### src/design/fba_pkg.sv
`timescale 1ns / 1ps
// ----------------------------------------------------------------------------
// fba_pkg - shared definitions for the fit block allocator
// Sizes, widths, policy and register codes, and the types passed between the
// scan sequencer and the fit compare unit.
// ----------------------------------------------------------------------------
package fba_pkg;

    // Table geometry
    localparam int NUM_BLOCKS = 16;
    localparam int SIZE_BITS  = 16;
    localparam int IDX_BITS   = (NUM_BLOCKS > 1) ? $clog2(NUM_BLOCKS) : 1;
    localparam int LIM_BITS   = $clog2(NUM_BLOCKS + 1);

    // Port field widths
    localparam int FUNC_BITS       = 1;
    localparam int BLK_IDX_BITS    = 4;
    localparam int SIZE_FIELD_BITS = 16;
    localparam int POLICY_BITS     = 2;
    localparam int COUNT_BITS      = 5;
    localparam int CFG_INDEX_BITS  = 1;
    localparam int CFG_DATA_BITS   = 5;

    // Input word function codes
    localparam logic [FUNC_BITS-1:0] FUNC_LOAD  = 1'b0;
    localparam logic [FUNC_BITS-1:0] FUNC_ALLOC = 1'b1;

    // Fit policy codes; the spare code behaves as first fit
    localparam logic [POLICY_BITS-1:0] POLICY_FIRST = 2'd0;
    localparam logic [POLICY_BITS-1:0] POLICY_BEST  = 2'd1;
    localparam logic [POLICY_BITS-1:0] POLICY_WORST = 2'd2;

    // Configuration register indexes
    localparam logic [CFG_INDEX_BITS-1:0] REG_FIT_POLICY  = 1'b0;
    localparam logic [CFG_INDEX_BITS-1:0] REG_BLOCK_COUNT = 1'b1;

    // Register reset values
    localparam logic [POLICY_BITS-1:0] POLICY_RESET = POLICY_FIRST;
    localparam logic [COUNT_BITS-1:0]  COUNT_RESET  = 5'd16;

    // One candidate block presented to the compare unit
    typedef struct packed {
        logic                 vld;
        logic                 used;
        logic [SIZE_BITS-1:0] size;
    } fit_cand_t;

    // Decision returned by the compare unit
    typedef struct packed {
        logic take;   // candidate becomes the current pick
        logic stop;   // no later block can change the pick
    } fit_sel_t;

endpackage

### src/design/fit_block_allocator_core.sv
`timescale 1ns / 1ps
// ----------------------------------------------------------------------------
// fit_block_allocator_core - fixed-partition first/best/worst fit allocator
// Size table with per-block used flags, scanned one block per cycle.
// ----------------------------------------------------------------------------
// A load word (func = 0) writes one block size, gives no result and leaves
// the block ready for the next word. A request word (func = 1) scans blocks
// 0 to limit-1, where limit is block_count capped at the table depth, one
// block per cycle through the size RAM's registered read port and the shared
// fit compare unit. A request keeps the block busy through the scan and until
// out_ready takes the result word, and in_ready is low throughout. First fit
// ends the scan at the first adequate free block. The granted block is marked
// used when its result word is taken; a request with end_of_run set frees
// every block at that point. No clearing pass is needed after reset.
// ----------------------------------------------------------------------------
module fit_block_allocator_core (
    input  logic                               clk,
    input  logic                               rst_n,
    // configuration
    input  logic                               cfg_we,
    input  logic [fba_pkg::CFG_INDEX_BITS-1:0] cfg_index,
    input  logic [fba_pkg::CFG_DATA_BITS-1:0]  cfg_data,
    // input channel
    input  logic                               in_valid,
    output logic                               in_ready,
    input  logic [fba_pkg::FUNC_BITS-1:0]      func,
    input  logic [fba_pkg::BLK_IDX_BITS-1:0]   block_index,
    input  logic [fba_pkg::SIZE_FIELD_BITS-1:0] size,
    input  logic                               end_of_run,
    // result channel
    output logic                               out_valid,
    input  logic                               out_ready,
    output logic                               granted,
    output logic [fba_pkg::BLK_IDX_BITS-1:0]   alloc_index
);

    typedef enum logic [1:0] {
        ST_IDLE,
        ST_SCAN,
        ST_RESULT
    } state_t;

    state_t                              state_reg, state_next;
    logic [fba_pkg::POLICY_BITS-1:0]     policy_reg;
    logic [fba_pkg::COUNT_BITS-1:0]      count_reg;
    logic [fba_pkg::LIM_BITS-1:0]        limit_reg, limit_next;
    logic [fba_pkg::LIM_BITS-1:0]        ptr_reg, ptr_next;
    logic                                cmp_vld_reg, cmp_vld_next;
    logic [fba_pkg::IDX_BITS-1:0]        cmp_idx_reg, cmp_idx_next;
    logic                                found_reg, found_next;
    logic [fba_pkg::IDX_BITS-1:0]        pick_reg, pick_next;
    logic [fba_pkg::SIZE_BITS-1:0]       best_reg, best_next;
    logic [fba_pkg::SIZE_BITS-1:0]       req_size_reg, req_size_next;
    logic                                eor_reg, eor_next;
    logic [fba_pkg::NUM_BLOCKS-1:0]      used_reg, used_next;
    logic [fba_pkg::SIZE_BITS-1:0]       rd_data_reg;

    logic [fba_pkg::SIZE_BITS-1:0]       size_mem [fba_pkg::NUM_BLOCKS];
    logic                                mem_we;
    logic [fba_pkg::IDX_BITS-1:0]        mem_wr_addr;
    logic [fba_pkg::IDX_BITS-1:0]        rd_addr;
    logic                                load_in_range;
    logic [fba_pkg::LIM_BITS-1:0]        limit_cap;

    fba_pkg::fit_cand_t                  cand;
    fba_pkg::fit_sel_t                   sel;

    // configuration registers
    always_ff @(posedge clk or negedge rst_n)
    begin
        if (!rst_n)
        begin
            policy_reg <= fba_pkg::POLICY_RESET;
            count_reg  <= fba_pkg::COUNT_RESET;
        end
        else if (cfg_we)
        begin
            unique case (cfg_index)
                fba_pkg::REG_FIT_POLICY:
                    policy_reg <= cfg_data[fba_pkg::POLICY_BITS-1:0];
                fba_pkg::REG_BLOCK_COUNT:
                    count_reg <= cfg_data[fba_pkg::COUNT_BITS-1:0];
                default:
                begin
                end
            endcase
        end
    end

    // scan length, capped at the table depth
    assign limit_cap = (int'(count_reg) > fba_pkg::NUM_BLOCKS) ?
                       fba_pkg::LIM_BITS'(fba_pkg::NUM_BLOCKS) :
                       fba_pkg::LIM_BITS'(count_reg);

    assign load_in_range = int'(block_index) < fba_pkg::NUM_BLOCKS;
    assign mem_wr_addr   = fba_pkg::IDX_BITS'(block_index);
    assign rd_addr       = ptr_reg[fba_pkg::IDX_BITS-1:0];

    // size table: one write port, one registered read port
    always_ff @(posedge clk)
    begin
        if (mem_we)
        begin
            size_mem[mem_wr_addr] <= fba_pkg::SIZE_BITS'(size);
        end
        rd_data_reg <= size_mem[rd_addr];
    end

    // candidate fetched last cycle
    assign cand.vld  = cmp_vld_reg;
    assign cand.used = used_reg[cmp_idx_reg];
    assign cand.size = rd_data_reg;

    fba_fit_unit u_fit (
        .policy    (policy_reg),
        .req_size  (req_size_reg),
        .found     (found_reg),
        .best_size (best_reg),
        .cand      (cand),
        .sel       (sel)
    );

    // sequencer next state
    always_comb
    begin
        state_next    = state_reg;
        limit_next    = limit_reg;
        ptr_next      = ptr_reg;
        cmp_vld_next  = 1'b0;
        cmp_idx_next  = cmp_idx_reg;
        found_next    = found_reg;
        pick_next     = pick_reg;
        best_next     = best_reg;
        req_size_next = req_size_reg;
        eor_next      = eor_reg;
        used_next     = used_reg;
        mem_we        = 1'b0;

        unique case (state_reg)
            ST_IDLE:
            begin
                if (in_valid)
                begin
                    if (func == fba_pkg::FUNC_LOAD)
                    begin
                        mem_we = load_in_range;
                    end
                    else
                    begin
                        req_size_next = fba_pkg::SIZE_BITS'(size);
                        eor_next      = end_of_run;
                        limit_next    = limit_cap;
                        ptr_next      = '0;
                        found_next    = 1'b0;
                        pick_next     = '0;
                        best_next     = '0;
                        state_next    = ST_SCAN;
                    end
                end
            end
            ST_SCAN:
            begin
                // fold in the candidate under compare
                if (sel.take)
                begin
                    found_next = 1'b1;
                    pick_next  = cmp_idx_reg;
                    best_next  = rd_data_reg;
                end
                // fetch the next block or finish
                if (sel.stop || (ptr_reg == limit_reg))
                begin
                    state_next = ST_RESULT;
                end
                else
                begin
                    cmp_vld_next = 1'b1;
                    cmp_idx_next = ptr_reg[fba_pkg::IDX_BITS-1:0];
                    ptr_next     = ptr_reg + fba_pkg::LIM_BITS'(1);
                end
            end
            ST_RESULT:
            begin
                if (out_ready)
                begin
                    if (found_reg)
                    begin
                        used_next[pick_reg] = 1'b1;
                    end
                    if (eor_reg)
                    begin
                        used_next = '0;
                    end
                    state_next = ST_IDLE;
                end
            end
            default:
            begin
                state_next = ST_IDLE;
            end
        endcase
    end

    // sequencer state and scan registers
    always_ff @(posedge clk or negedge rst_n)
    begin
        if (!rst_n)
        begin
            state_reg   <= ST_IDLE;
            ptr_reg     <= '0;
            limit_reg   <= '0;
            cmp_vld_reg <= 1'b0;
            found_reg   <= 1'b0;
            pick_reg    <= '0;
            eor_reg     <= 1'b0;
            used_reg    <= '0;
        end
        else
        begin
            state_reg   <= state_next;
            ptr_reg     <= ptr_next;
            limit_reg   <= limit_next;
            cmp_vld_reg <= cmp_vld_next;
            found_reg   <= found_next;
            pick_reg    <= pick_next;
            eor_reg     <= eor_next;
            used_reg    <= used_next;
        end
    end

    // payload registers
    always_ff @(posedge clk)
    begin
        cmp_idx_reg  <= cmp_idx_next;
        best_reg     <= best_next;
        req_size_reg <= req_size_next;
    end

    // handshake and result word
    assign in_ready    = (state_reg == ST_IDLE);
    assign out_valid   = (state_reg == ST_RESULT);
    assign granted     = found_reg;
    assign alloc_index = found_reg ? fba_pkg::BLK_IDX_BITS'(pick_reg) : '0;

    // checks
    a_pick_was_free: assert property (@(posedge clk) disable iff (!rst_n)
        (out_valid && granted) |-> !used_reg[pick_reg])
        else $error("granted block already marked used");

    a_pick_in_range: assert property (@(posedge clk) disable iff (!rst_n)
        (out_valid && granted) |-> (fba_pkg::LIM_BITS'(pick_reg) < limit_reg))
        else $error("granted block outside scan range");

    a_run_end_frees: assert property (@(posedge clk) disable iff (!rst_n)
        (out_valid && out_ready && eor_reg) |=> (used_reg == '0))
        else $error("end of run left blocks in use");

    a_ptr_bounded: assert property (@(posedge clk) disable iff (!rst_n)
        (state_reg == ST_SCAN) |-> (ptr_reg <= limit_reg))
        else $error("scan pointer ran past limit");

    a_used_steady: assert property (@(posedge clk) disable iff (!rst_n)
        !(out_valid && out_ready) |=> $stable(used_reg))
        else $error("used flags changed outside result handshake");

endmodule

### src/design/fba_fit_unit.sv
`timescale 1ns / 1ps
// ----------------------------------------------------------------------------
// fba_fit_unit - shared fit compare unit
// Judges one candidate block per cycle against the request and the current
// pick, under the configured fit policy.
// ----------------------------------------------------------------------------
module fba_fit_unit (
    input  logic [fba_pkg::POLICY_BITS-1:0] policy,
    input  logic [fba_pkg::SIZE_BITS-1:0]   req_size,
    input  logic                            found,
    input  logic [fba_pkg::SIZE_BITS-1:0]   best_size,
    input  fba_pkg::fit_cand_t              cand,
    output fba_pkg::fit_sel_t               sel
);

    logic fits;
    logic smaller;
    logic larger;

    // size compares
    assign fits    = cand.vld && !cand.used && (cand.size >= req_size);
    assign smaller = cand.size < best_size;
    assign larger  = cand.size > best_size;

    // policy selection; ties keep the earlier block
    always_comb
    begin
        sel.take = 1'b0;
        sel.stop = 1'b0;
        if (fits)
        begin
            if (!found)
            begin
                sel.take = 1'b1;
                sel.stop = (policy != fba_pkg::POLICY_BEST) &&
                           (policy != fba_pkg::POLICY_WORST);
            end
            else if (policy == fba_pkg::POLICY_BEST)
            begin
                sel.take = smaller;
            end
            else if (policy == fba_pkg::POLICY_WORST)
            begin
                sel.take = larger;
            end
        end
    end

endmodule
### config.mk
export PLATFORM = sky130hd
export DESIGN_NAME = fit_block_allocator_core
export DESIGN_NICKNAME = d
export VERILOG_FILES = /design/src/design/fba_pkg.sv /design/src/design/fit_block_allocator_core.sv /design/src/design/fba_fit_unit.sv
export SDC_FILE = /design/constraint.sdc
export NUM_CORES = 1
export LEC_CHECK = 0
export ABC_CLOCK_PERIOD_IN_PS = 5130
export BUFFER_PORTS_ARGS = -buffer_cell sky130_fd_sc_hd__clkbuf_2
export CORE_MARGIN = 2
export CORE_UTILIZATION = 66
export DETAILED_ROUTE_END_ITERATION = 10
export HOLD_SLACK_MARGIN = 0.15
export PLACE_DENSITY_LB_ADDON = 0.05
export SLEW_MARGIN = 20
export SYNTH_ARGS = -nofsm -noshare
export SYNTH_HDL_FRONTEND = slang
export SYNTH_SLANG_ARGS = --single-unit
### constraint.sdc
create_clock -name clk -period 5.13 [get_ports clk]
set_input_delay 0.2565 -clock clk [delete_from_list [all_inputs] [get_ports clk]]
set_output_delay 0.2565 -clock clk [all_outputs]
set_load 0.01 [all_outputs]
# Yosys cells after proc, flatten, opt, wreduce, memory -nomap -nowiden
# Memories as Yosys holds them, arrays and structs flattened. A register that Yosys moved wholly into a read port is not among the register bits.
# Cells that the tools add are included.
# classes
addsub	1
n_eq_ne	13
reduce_logical	17
n_bitwise	3
mux	41
n_lt_le_gt_ge	7
# ops
op	count
$mux W16	5
$pmux W16 S2	1
$mux W5	4
$ge A16 B16 Y1	1
$gt A16 B16 Y1	1
$lt A16 B16 Y1	1
$mux W1	16
$mux W4	4
$or A16 B16 Y16	1
$reduce_and A4 Y1	3
$lt A4 B5 Y1 const B	2
$mux W2	5
$ne A2 B2 Y1 const B	5
$pmux W5 S2	1
$pmux W4 S2	1
$ne A2 B1 Y1 const B	3
$pmux W2 S3	1
$reduce_and A2 Y1	3
$reduce_and A3 Y1	2
$add A5 B1 Y5 const B	1
$eq A5 B5 Y1	1
$gt A5 B5 Y1 const B	1
$bmux W1 S4	1
$demux W1 S4	1
10 further kinds	17
# word_totals
mem_count	1
elab_cells	96
ram_bits	256
input_bits	33
output_inout_bits	7
register_bits	78
# mem_list
memory	depth	width	read_ports	rd_clocked_by_memory_dff	wr	line_no	rtl
size_mem	16	16	1	1	1	fit_block_allocator_core.sv:58	logic [fba_pkg::SIZE_BITS-1:0] size_mem [fba_pkg::NUM_BLOCKS];

# Logic depth before layout (Yosys ltp)
# Gate-level depths: netlist (run 1).
# depth
depth_word	9
depth_mapped	9
depth_no_buf	9

# Cells and area by module
# A second synthesis (run 1) with hierarchy kept.
# hier_totals
hier_cells	748
area_unflattened_um2	13983.4
# modules_own_cells
mod	area_each_um2	cells_per_inst	n_inst	seq_area_each_um2
fit_block_allocator_core	13130.1	632	1	10141.0
fba_fit_unit	853.3	116	1	0.0

# Least setup slack after synthesis (run 1)
# No wires, ideal clock.
# synth_path
path_type	reg2reg
startpoint	register cmp_idx_reg[0] (netlist bit)
endpoint	register best_reg[0] (netlist bit) (enable)
period_less_slack_ps	2754
arrival_time_ps	2381
setup_ps	373
path_stages_with_launch	8
required_time_ps	4757
path_slack_ps	2376
path_buffers	1
cell_sequence	edfxtp_1 > buf_2 > mux4_2 > mux4_2 > nor2b_2 > nand3_1 > a21oi_4 > or2_1
# synth_via
elab_chain_len	8
# synth_lines
item	line_no	rtl
start: declaration	fit_block_allocator_core.sv:49	logic [fba_pkg::IDX_BITS-1:0] cmp_idx_reg, cmp_idx_next;
start signal: assignment	fit_block_allocator_core.sv:234	cmp_idx_reg <= cmp_idx_next;
$bmux W1 S4	fit_block_allocator_core.sv:111	assign cand.used = used_reg[cmp_idx_reg];
$mux W1 (implied by the code)	fit_block_allocator_core.sv:111	
$logic_not A1 Y1	fba_fit_unit.sv:21	assign fits = cand.vld && !cand.used && (cand.size >= req_size);
$logic_and A1 B1 Y1 (2 in series)	fba_fit_unit.sv:21	
$mux W2	fba_fit_unit.sv:30	if (fits)
$ne A2 B2 Y1 (no line)	--	
$reduce_and A4 Y1 (no line)	--	
end signal: assignment	fit_block_allocator_core.sv:235	best_reg <= best_next;
end: declaration	fit_block_allocator_core.sv:52	logic [fba_pkg::SIZE_BITS-1:0] best_reg, best_next;
# Every way passes these cells. The select of a mux whose other input is x is not followed.
# A chain may end at the register's enable or synchronous reset.

# Final worst setup path (run 1)
# layout_path
startpoint	register state_reg[0]
endpoint	register best_reg[2] (netlist bit) (enable)
# layout_via
elab_chain_len	3
elab_cells_between_ends	7
cone_classes	4 x eq/ne; 3 x reduce/logical
# layout_lines
item	line_no	rtl
start: declaration	fit_block_allocator_core.sv:43	state_t state_reg, state_next;
start signal: assignment	fit_block_allocator_core.sv:220	state_reg <= state_next;
$eq A2 B1 Y1 / $logic_not A2 Y1 (equally long branches)	fit_block_allocator_core.sv:139	unique case (state_reg)
$ne A2 B2 Y1 (no line) (tied with other cells)	--	
$reduce_and A4 Y1 (no line) *	--	
# Mark *: on every way between the ends. The rest lies on a longest branch, timed or not.

==> results of run 1 <==
## worst min-delay path by stage
stage | to | slack (ns) | depth (start not counted)
2_1_floorplan | cmp_vld_reg$_DFF_PN0_ | -0.04 | 0
3_3_place_gp | ptr_reg[3]$_DFFE_PN0P_ | 0.46 | 1
3_5_place_dp | eor_reg$_DFFE_PN0P_ | 0.47 | 3
4_1_cts | size_mem[5][3]$_DFFE_PP_ | 0.15 | 1
5_1_grt | size_mem[14][15]$_DFFE_PP_ | 0.18 | 1
6_report | size_mem[3][3]$_DFFE_PP_ | 0.16 | 1
## metrics by stage
stage	instances	instance area (um^2)
floorplan	752	14000
CTS	1141	16000
detailed placement	1061	14600
global placement	1061	14600
finish	1142	16000
global route	1142	16000
## area by class of cell
class / count / area share
Clock buffer: 49 / 0.0647
Inverter: 39 / 0.00917
Antenna cell: 1 / 0.000157
Tap cell: 275 / 0.0216
Sequential cell: 350 / 0.636
Timing Repair Buffer: 75 / 0.0314
Multi-Input combinational cell: 336 / 0.224
Clock inverter: 17 / 0.0131
## critical path: stages, from the launching register on
cell     delay (ns)
dfrtp_1        0.39
nor2_1         0.23
nand3_1        0.55
inv_1          0.93
or2_1          0.67
## logic make-up (layout without fill, tap and decap cells)
kind of cell / count (synthesis) / count (layout)
AO/OA/AOI/OAI: 53 / 53
XOR/XNOR: 5 / 5
adder cells (fa/ha/maj): 35 / 35
buffers and inverters: 66 / 180
flip-flops: 350 / 350
multiplexers: 100 / 100
other: 0 / 1
AND/OR/NAND/NOR: 143 / 143
## report_power, final
group	total (uW)	switching, uW	internal, uW
Sequential	3710	316	3390
Combinational	1960	958	1010
Clock	2680	1050	1630
Total	8350	2320	6030
## per-layer routing
layer,wire length (um),global-route usage
met1,11400,0.371
met2,14900,0.461
met5,0,0
met3,1620,0.0405
met4,904,0.100
## what timing repair did
action / 4_1_cts / 5_1_grt
endpoints found under the setup margin: 0 / 0
hold endpoints to repair: 66 / 0
hold buffers: 14 / 0
## cell usage in the layout, fill, tap and decap left out, types with 14 or more instances in the layout
| master | count |
|---|---|
| nand2_1 | 39 |
| and2_1 | 21 |
| clkbuf_2 | 38 |
| nor2_1 | 37 |
| clkbuf_16 | 39 |
| edfxtp_1 | 292 |
| ha_1 | 35 |
| dfrtp_1 | 39 |
| mux4_2 | 85 |
| dlygate4sd3_1 | 14 |
| dfxtp_1 | 16 |
| inv_1 | 38 |
| a21oi_1 | 26 |
| buf_4 | 22 |
==> out/summary.txt, run 1 <==
result of the run = finished clean
Hold Violations, Final = 0
compound-gate portion of the synthesized area = 0.0218
detailed placement HPWL = 17000 um
RR Startpoint = state_reg[0]$_DFFE_PN0P_
adder-cell share of the synthesized area = 0.0314
average size of a mapped cell = 18.6 um^2
worst path required time = 5.27 ns
number of enable flip-flop cells after synthesis = 292
via count of the first global-routing pass = 7663
number of max-capacitance violations reported = 0
post-route clock period utilization = 0.614
overall routing resource usage = 0.274
chip width = 149 um
instance count of the mapped netlist = 752
netlist area before placement = 14000 um^2
sequential cell area fraction in the yosys report = 0.727
Leak = 0.00578 uW
Worst Reg-to-Reg Cells = 4
Synth Warn # = 0
worst skew pair latency = 0.52 ns
most instantiated flip-flop cell in the synthesis netlist = edfxtp_1
signed area change from the synthesized netlist to the final layout = 14.4%
final RePlAce weighted congestion = 0.840
total of flip-flops plus latches after synthesis = 350
maximum fanout encountered on the critical timing path = 21
total number of H-tree levels = 2
unrepaired setup endpoints after global routing = false
final WL = 28800 um
top-count cell post-synth = edfxtp_1
number of failing setup endpoints in the final timing report = 0
wire length of the first global-routing pass = 44200 um
# rows = 53
final critical-path required period = 3.15 ns
xor/xnor cell area share of the yosys netlist = 0.00314
count of distinct cell types in the synthesized netlist = 42
worst relative slew slack = 0.282
endpoint kind of the worst setup timing path = register
cell at the root of the clock tree = clkbuf_16
remaining antenna violation count = 0
Overall Power = 8350 uW
global-route congestion overflow total = 0
synthesized netlist net count = 820
register ranked first by flip-flop count = size_mem
startpoint of the most critical hold path = size[3]
clock tree from TritonCTS = built
total of fill cells in the finished design = 1182
largest family of logic cells by synthesized area = multiplexers
portion of synthesized cell area occupied by the leading cell type = 0.628
worst setup path start = state_reg[0]$_DFFE_PN0P_
largest net degree at the start of global routing = 43
core occupancy in the finished layout = 0.764
path class of the lowest-slack min-delay path = primary input to register
mux cell area share after synthesis = 0.148
violation count after the first detailed-routing iteration = 517
proportion of layout cells with a drive suffix above 1 = 0.253
initial antenna violation count = 1
area leader, netlist = edfxtp_1
Initial Utilization = 0.668
share of synthesized cell area in and, or, nand and nor gates = 0.0506
count of clock tree sinks = 350
number of buffers added by the clock tree synthesis step = 36
WHS = 0.160 ns
per-cell routed wire length = 25.3 um
worst-case register-to-register setup slack = 1.98 ns
routed vias/inst = 6.25
max FFs per register = 256
Worst Setup Slack, final = 1.98 ns
cell types with the highest counts after synthesis = edfxtp_1 (292), mux4_2 (85), dfrtp_1 (41)
number of buffers on the longest clock path = 3
I/O Buffers = 39
highest ir drop seen on vdd = 0.335 mV
total count of max-transition violations in the final report = 0
Crit path arrival time = 3.29 ns
power per unit of standard cell area = 523 nW/um^2
DRC violation count after routing = 0
area of the multi-input gates = 3580 um^2
Critical R2R Capture = best_reg[2]$_SDFFCE_PN0P_
worst setup skew after layout = 0.0153 ns
setup TNS = 0 ns
die area = 22300 um^2
clock edge transition at the registers on the reported setup and hold paths = 0.06 ns
post-CTS setup buffer count = 0
most area-consuming cells after synthesis = edfxtp_1 (63%), mux4_2 (14%), dfrtp_1 (7.4%), ha_1 (3.1%), dfxtp_1 (2.3%)
worst slack after detailed placement = 1.98 ns
end point of the critical path = best_reg[2]$_SDFFCE_PN0P_
register area = 10100 um^2
floorplan core area = 20900 um^2
die span in y = 149 um
Worst Tran Pin Value = 1.07 ns
Setup crit start kind = register
number of resized instances in the post-cts repair step = 0
Post-layout nets = 906
first-pass detailed-route iteration total = 5
Post-synth ARST share = 0.120
class of the most critical setup path = register to register
io pins = 40
max frequency = 0.317 GHz
detailed-route via count = 7137
Power figures use the tool's default switching activity.
==> run 2, diff against run 1 <==
ABC_AREA = 1   (was default)
ABC_CLOCK_PERIOD_IN_PS = 2550   (was 5130)
CORE_UTILIZATION = 56   (was 66)
clock period = 2.55 ns   (was 5.13 ns; I/O delays follow)
==> run 2 against run 1 <==
Compared with the run above:
- global-route usage down 2.1 points
- critical path depth rose by 5
- via count up 31%
- synthesized cell count increased by 59%
- sequential share of layout area fell by 3.5 points
- critical path type unchanged
==> out/summary.txt, run 2 <==
maximum fanout encountered on the critical timing path = 20
result of the run = finished clean
most area-consuming cells after synthesis = edfxtp_1 (60%), dfrtp_1 (7.1%), nor2_1 (5.6%), nand2_1 (3.5%), ha_1 (3.0%)
startpoint of the most critical hold path = block_index[1]
area leader, netlist = edfxtp_1
post-route clock period utilization = 0.836
number of enable flip-flop cells after synthesis = 292
number of buffers on the longest clock path = 3
remaining antenna violation count = 0
Placed Cells incl. Taps = 1560
portion of synthesized cell area occupied by the leading cell type = 0.603
global-route congestion overflow total = 0
most instantiated flip-flop cell in the synthesis netlist = edfxtp_1
netlist area before placement = 14500 um^2
highest ir drop seen on vdd = 0.605 mV
final critical-path required period = 2.13 ns
xor/xnor cell area share of the yosys netlist = 0.00421
total number of H-tree levels = 2
proportion of layout cells with a drive suffix above 1 = 0.132
Met2 Wirelength = 15700 um
power per unit of standard cell area = 957 nW/um^2
adder-cell share of the synthesized area = 0.0301
post-CTS setup buffer count = 0
synthesized netlist net count = 1262
most frequent cells in the layout = edfxtp_1 (292), nor2_1 (199), nand2_1 (134), inv_1 (102), o21ai_0 (74)
Crit path arrival time = 2.33 ns
initial antenna violation count = 1
number of resized instances in the post-cts repair step = 0
chip width = 165 um
instance count of the mapped netlist = 1194
I/O Buffers = 39
mux cell area share after synthesis = 0.0168
path class of the lowest-slack min-delay path = primary input to register
detailed placement HPWL = 21600 um
count of clock tree sinks = 350
worst skew pair latency = 0.53 ns
area of the multi-input gates = 3810 um^2
cell at the root of the clock tree = clkbuf_16
number of failing setup endpoints in the final timing report = 0
setup TNS = 0 ns
routed vias/inst = 5.61
via count of the first global-routing pass = 9030
total of fill cells in the finished design = 1882
violation count after the first detailed-routing iteration = 830
floorplan core area = 25300 um^2
# rows = 58
detailed-route via count = 9335
count of distinct cell types in the synthesized netlist = 41
worst setup path start = rd_data_reg[15]$_DFF_P_
max frequency = 0.469 GHz
largest net degree at the start of global routing = 62
total of flip-flops plus latches after synthesis = 350
signed area change from the synthesized netlist to the final layout = 16.1%
worst setup skew after layout = 0.0189 ns
CTS Hold Buffers Added = 34
sequential cell area fraction in the yosys report = 0.697
die area = 27300 um^2
Initial Utilization = 0.574
per-cell routed wire length = 19.9 um
final RePlAce weighted congestion = 0.838
Post-synth ARST share = 0.120
endpoint kind of the worst setup timing path = register
unrepaired setup endpoints after global routing = false
cell types with the highest counts after synthesis = edfxtp_1 (292), nor2_1 (216), nand2_1 (134)
class of the most critical setup path = register to register
Leak = 0.00639 uW
RR Startpoint = rd_data_reg[15]$_DFF_P_
largest family of logic cells by synthesized area = simple AND/OR/NAND/NOR gates
Post-Route M1 WL = 14500 um
total count of max-transition violations in the final report = 0
number of buffers added by the clock tree synthesis step = 37
register ranked first by flip-flop count = size_mem
io pins = 40
routed length on met3 = 2030 um
Setup crit start kind = register
final WL = 33200 um
number of max-capacitance violations reported = 0
Worst Tran Pin Value = 0.953 ns
register area = 10100 um^2
worst path required time = 2.75 ns
Post-layout nets = 1371
compound-gate portion of the synthesized area = 0.0851
average size of a mapped cell = 12.2 um^2
Synth Warn # = 0
clock tree from TritonCTS = built
first-pass detailed-route iteration total = 5
wire length of the first global-routing pass = 51300 um
share of synthesized cell area in and, or, nand and nor gates = 0.123
worst relative slew slack = 0.365
non-filler cells, final = 1663
top-count cell post-synth = edfxtp_1
die span in y = 165 um
Top Metal Used = met4
Hold Violations, Final = 0
DRC violation count after routing = 0
max FFs per register = 256
clock edge transition at the registers on the reported setup and hold paths = 0.06 ns
most frequent standard cell in the layout excluding fill and tap cells = edfxtp_1
overall routing resource usage = 0.253
==> run 2: cell types whose count changed after synthesis, moves of 9 or more <==
cell	change
nor2_1	+179
nand2_1	+95
mux4_2	-85
o21ai_0	+69
inv_1	+64
nand3_1	+50
o32ai_1	+43
and2_1	-21
o221ai_1	+21
clkbuf_1	+11
mux2i_1	+11
buf_2	+9
o211ai_1	+9
==> run 2: worst paths after layout <==
check                                            endpoint  slack, ns  cells past startpoint
worst max-delay path            best_reg[2]$_SDFFCE_PN0P_       0.42                      9
max in group asynchronous          ptr_reg[1]$_DFFE_PN0P_       1.58                      2
min in group asynchronous        state_reg[1]$_DFFE_PN0P_       0.28                      2
worst min register to register   limit_reg[0]$_DFFE_PN0P_       0.52                      2
worst max register to register  best_reg[2]$_SDFFCE_PN0P_       0.42                      9
worst min-delay path            size_mem[11][2]$_DFFE_PP_       0.17                      3
==> run 2: final cells by class <==
| cell class | count | share of cell area |
|---|---|---|
| Clock buffer | 49 | 0.0575 |
| Multi-Input combinational cell | 684 | 0.225 |
| Inverter | 107 | 0.0240 |
| Tap cell | 330 | 0.0244 |
| Antenna cell | 1 | 0.000148 |
| Sequential cell | 350 | 0.601 |
| Timing Repair Buffer | 123 | 0.0576 |
| Clock inverter | 19 | 0.0100 |
==> run 2: critical path: stages, from the launching register on <==
cell	delay, ns
dfxtp_1	0.37
ha_1	0.32
nand2_1	0.09
nor3_1	0.25
nand3_1	0.10
nand3_1	0.14
nand2_1	0.08
nor2_2	0.09
nand2_2	0.12
nand2_4	0.24
==> run 2: through the flow <==
step | worst slack (ns) | cell area, um^2 | utilization | hold slack (ns) | total power (uW)
final | 0.419 | 16900 | 0.667 | 0.172 | 16200
after global routing | 0.166 | 16900 | 0.667 | 0.174 | 17000
after CTS | 0.400 | 16900 | 0.667 | 0.150 | 16300
after detailed placement | 0.410 | 15400 | 0.608 | 0.324 | 11200
after global placement | 0.434 | 15400 | 0.608 | 0.313 | 11100
after floorplan | 0.353 | 14500 | - | -0.168 | 9820
==> run 2: layer usage <==
| layer | vias up | track usage |
|---|---|---|
| met3 | 61 | 0.0350 |
| li1 | 4465 | - |
| met4 | 0 | 0.0854 |
| met5 | - | 0 |
| met1 | 4501 | 0.355 |
| met2 | 308 | 0.412 |
==> run 2: kinds of logic (layout without fill, tap and decap cells) <==
family,after synthesis,count (layout)
flops,350,350
other cells,0,1
fa+ha+maj,35,35
buf+inv,160,298
simple gates,429,429
mux,24,24
compound gates,189,189
xor+xnor,7,7
==> run 2: report_power, final <==
group	switching [uW]	internal, uW
sequential	525	6790
combinational	2410	1380
clock	2160	2900
total	5100	11100
==> run 3, diff against run 2 <==
ABC_CLOCK_PERIOD_IN_PS = 1870   (was 2550)
clock period = 1.87 ns   (was 2.55 ns; I/O delays follow)
==> run 3 against run 2 <==
Compared with the run above:
- the flow now finishes with violations (negative setup slack)
- sequential power up 36%
- largest power group unchanged
- utilization up 3.7 points
- combinational power grew 62%
- clock skew fell by 0.0038 ns
- highest routed layer unchanged
==> out/summary.txt, run 3 (synthesized netlist as in run 2, its figures left out) <==
remaining antenna violation count = 0
initial antenna violation count = 2
non-filler cells, final = 1695
number of buffers on the longest clock path = 3
number of max-capacitance violations reported = 0
unrepaired setup endpoints after global routing = true
end point of the critical path = pick_reg[1]$_DFFE_PN0P_
cell at the root of the clock tree = clkbuf_16
floorplan core area = 25300 um^2
total of fill cells in the finished design = 1743
I/O Buffers = 39
max frequency = 0.507 GHz
Placed Cells incl. Taps = 1589
# rows = 58
path class of the lowest-slack min-delay path = primary input to register
chip width = 165 um
core occupancy in the finished layout = 0.704
Worst Tran Pin Value = 0.875 ns
register ranked first by flip-flop count = size_mem
proportion of layout cells with a drive suffix above 1 = 0.197
total count of max-transition violations in the final report = 0
worst-path cell chain = inv_1, ha_1, a21oi_2, o21ai_2, a21oi_2, nand2_1, nand2_1, nand3_2, nand2_8, nand2_8, buf_12, nand2_2, nand2_2
first-pass detailed-route iteration total = 8
class of the most critical setup path = register to register
worst path required time = 2.28 ns
Overall Power = 23000 uW
post-CTS setup buffer count = 0
worst relative slew slack = 0.415
Hold Violations, Final = 0
total number of H-tree levels = 2
routed vias/inst = 5.69
worst skew pair latency = 0.52 ns
clock tree from TritonCTS = built
per-cell routed wire length = 19.8 um
via count of the first global-routing pass = 9192
clock edge transition at the registers on the reported setup and hold paths = 0.06 ns
Worst Reg-to-Reg Cells = 13
detailed placement HPWL = 21100 um
signed area change from the synthesized netlist to the final layout = 22.5%
number of failing setup endpoints in the final timing report = 31
worst-case register-to-register setup slack = -0.10 ns
detailed-route via count = 9641
cell at the slowest stage of the critical path = edfxtp_1
final RePlAce weighted congestion = 0.820
Critical R2R Capture = pick_reg[1]$_DFFE_PN0P_
power per unit of standard cell area = 1290 nW/um^2
overall routing resource usage = 0.253
die area = 27300 um^2
final WL = 33600 um
most frequent cells in the layout = edfxtp_1 (292), nor2_1 (194), nand2_1 (115), inv_1 (95), o21ai_0 (71)
worst setup path start = best_reg[11]$_SDFFCE_PN0P_
maximum fanout encountered on the critical timing path = 4
highest ir drop seen on vdd = 0.903 mV
post-route clock period utilization = 1.06
number of buffers added by the clock tree synthesis step = 37
max FFs per register = 256
wire length of the first global-routing pass = 51500 um
RR Startpoint = best_reg[11]$_SDFFCE_PN0P_
die span in y = 165 um
worst slack after detailed placement = -0.235 ns
result of the run = finished with violations
violation count after the first detailed-routing iteration = 990
endpoint kind of the worst setup timing path = register
crit-path max cell delay = 0.33 ns
count of clock tree sinks = 350
Buf/Inv on CP = 2
Leak = 0.00669 uW
largest net degree at the start of global routing = 56
Worst Setup Slack, final = -0.104 ns
most frequent standard cell in the layout excluding fill and tap cells = edfxtp_1
Crit. path cell count = 13
violations in the final reports = negative setup slack
Crit path arrival time = 2.38 ns
worst setup skew after layout = 0.0152 ns
Initial Utilization = 0.574
io pins = 40
category of cells accounting for the largest share of critical-path delay = simple AND/OR/NAND/NOR gates
final critical-path required period = 1.97 ns
Post-layout nets = 1403
DRC violation count after routing = 0
Setup crit start kind = register
global-route congestion overflow total = 0
## run 3: cell types whose count changed in the layout (fill, tap and decap cells not counted), moves of 7 or more
| cell | previous run | this run |
|---|---|---|
| buf_12 | 5 | 23 |
| nor2_4 | 2 | 15 |
| ha_1 | 35 | 26 |
| dfxtp_2 | 0 | 7 |
| nand3_2 | 1 | 8 |
| buf_6 | 0 | 8 |
| nor2_2 | 19 | 11 |
| inv_1 | 102 | 95 |
| nand3_1 | 57 | 47 |
| nand2_2 | 3 | 17 |
| dfxtp_1 | 16 | 9 |
| nand2_1 | 134 | 115 |
| ha_4 | 0 | 9 |
## run 3: per-layer routing
metal / part of all wire / track usage
met5: 0 / 0
met4: 0.015 / 0.0609
met1: 0.42 / 0.356
met2: 0.48 / 0.411
met3: 0.077 / 0.0490
## run 3: tightest hold or removal path: cells and delay by family
family,cells,cell delay (ns)
buffers and inverters,2,0.27
and+or+nand+nor,2,0.18
## run 3: timing repair
action	4_1_cts	5_1_grt
pin swaps	13	32
gates cloned	2	0
hold buffers	35	0
hold endpoints to repair	339	0
gates resized for setup	24	78
endpoints found under the setup margin	36	219
## run 3: how the worst min path moves through the flow
| stage | from | end | depth (start not counted) |
|---|---|---|---|
| 5_1_grt | block_index[2] | size_mem[12][8]$_DFFE_PP_ | 4 |
| 3_3_place_gp | rst_n | granted$_DFFE_PN0P_ | 1 |
| 2_1_floorplan | rst_n | cmp_vld_reg$_DFF_PN0_ | 0 |
| 3_5_place_dp | rst_n | granted$_DFFE_PN0P_ | 1 |
| 6_report | block_index[2] | size_mem[12][8]$_DFFE_PP_ | 4 |
| 4_1_cts | block_index[3] | size_mem[14][15]$_DFFE_PP_ | 4 |
## run 3: power by group
part,internal [uW],switching [uW],leakage (uW)
logic,2490,3660,0.00283
registers,9280,643,0.00331
clock network,4090,2830,0.000555
total,15900,7130,0.00669
## run 3: cell type report
type                            count  area [um^2]  area share
Clock buffer                       58         1080      0.0604
Clock inverter                     10         70.1     0.00393
Multi-Input combinational cell    686         4240       0.238
Sequential cell                   350        10200       0.570
Tap cell                          330          413      0.0232
Antenna cell                        1         2.50    0.000140
Timing Repair Buffer              153         1460      0.0817
Inverter                          107          408      0.0229
## run 3: through the flow
step | hold slack [ns] | area, um^2 | setup TNS (ns)
after floorplan | -0.202 | 14600 | -28.87
after global placement | 0.102 | 15900 | -3.24
after detailed placement | 0.0998 | 15900 | -6.12
after CTS | 0.211 | 17500 | -3.06
after global routing | 0.197 | 17800 | -6.65
final | 0.202 | 17800 | -2.14
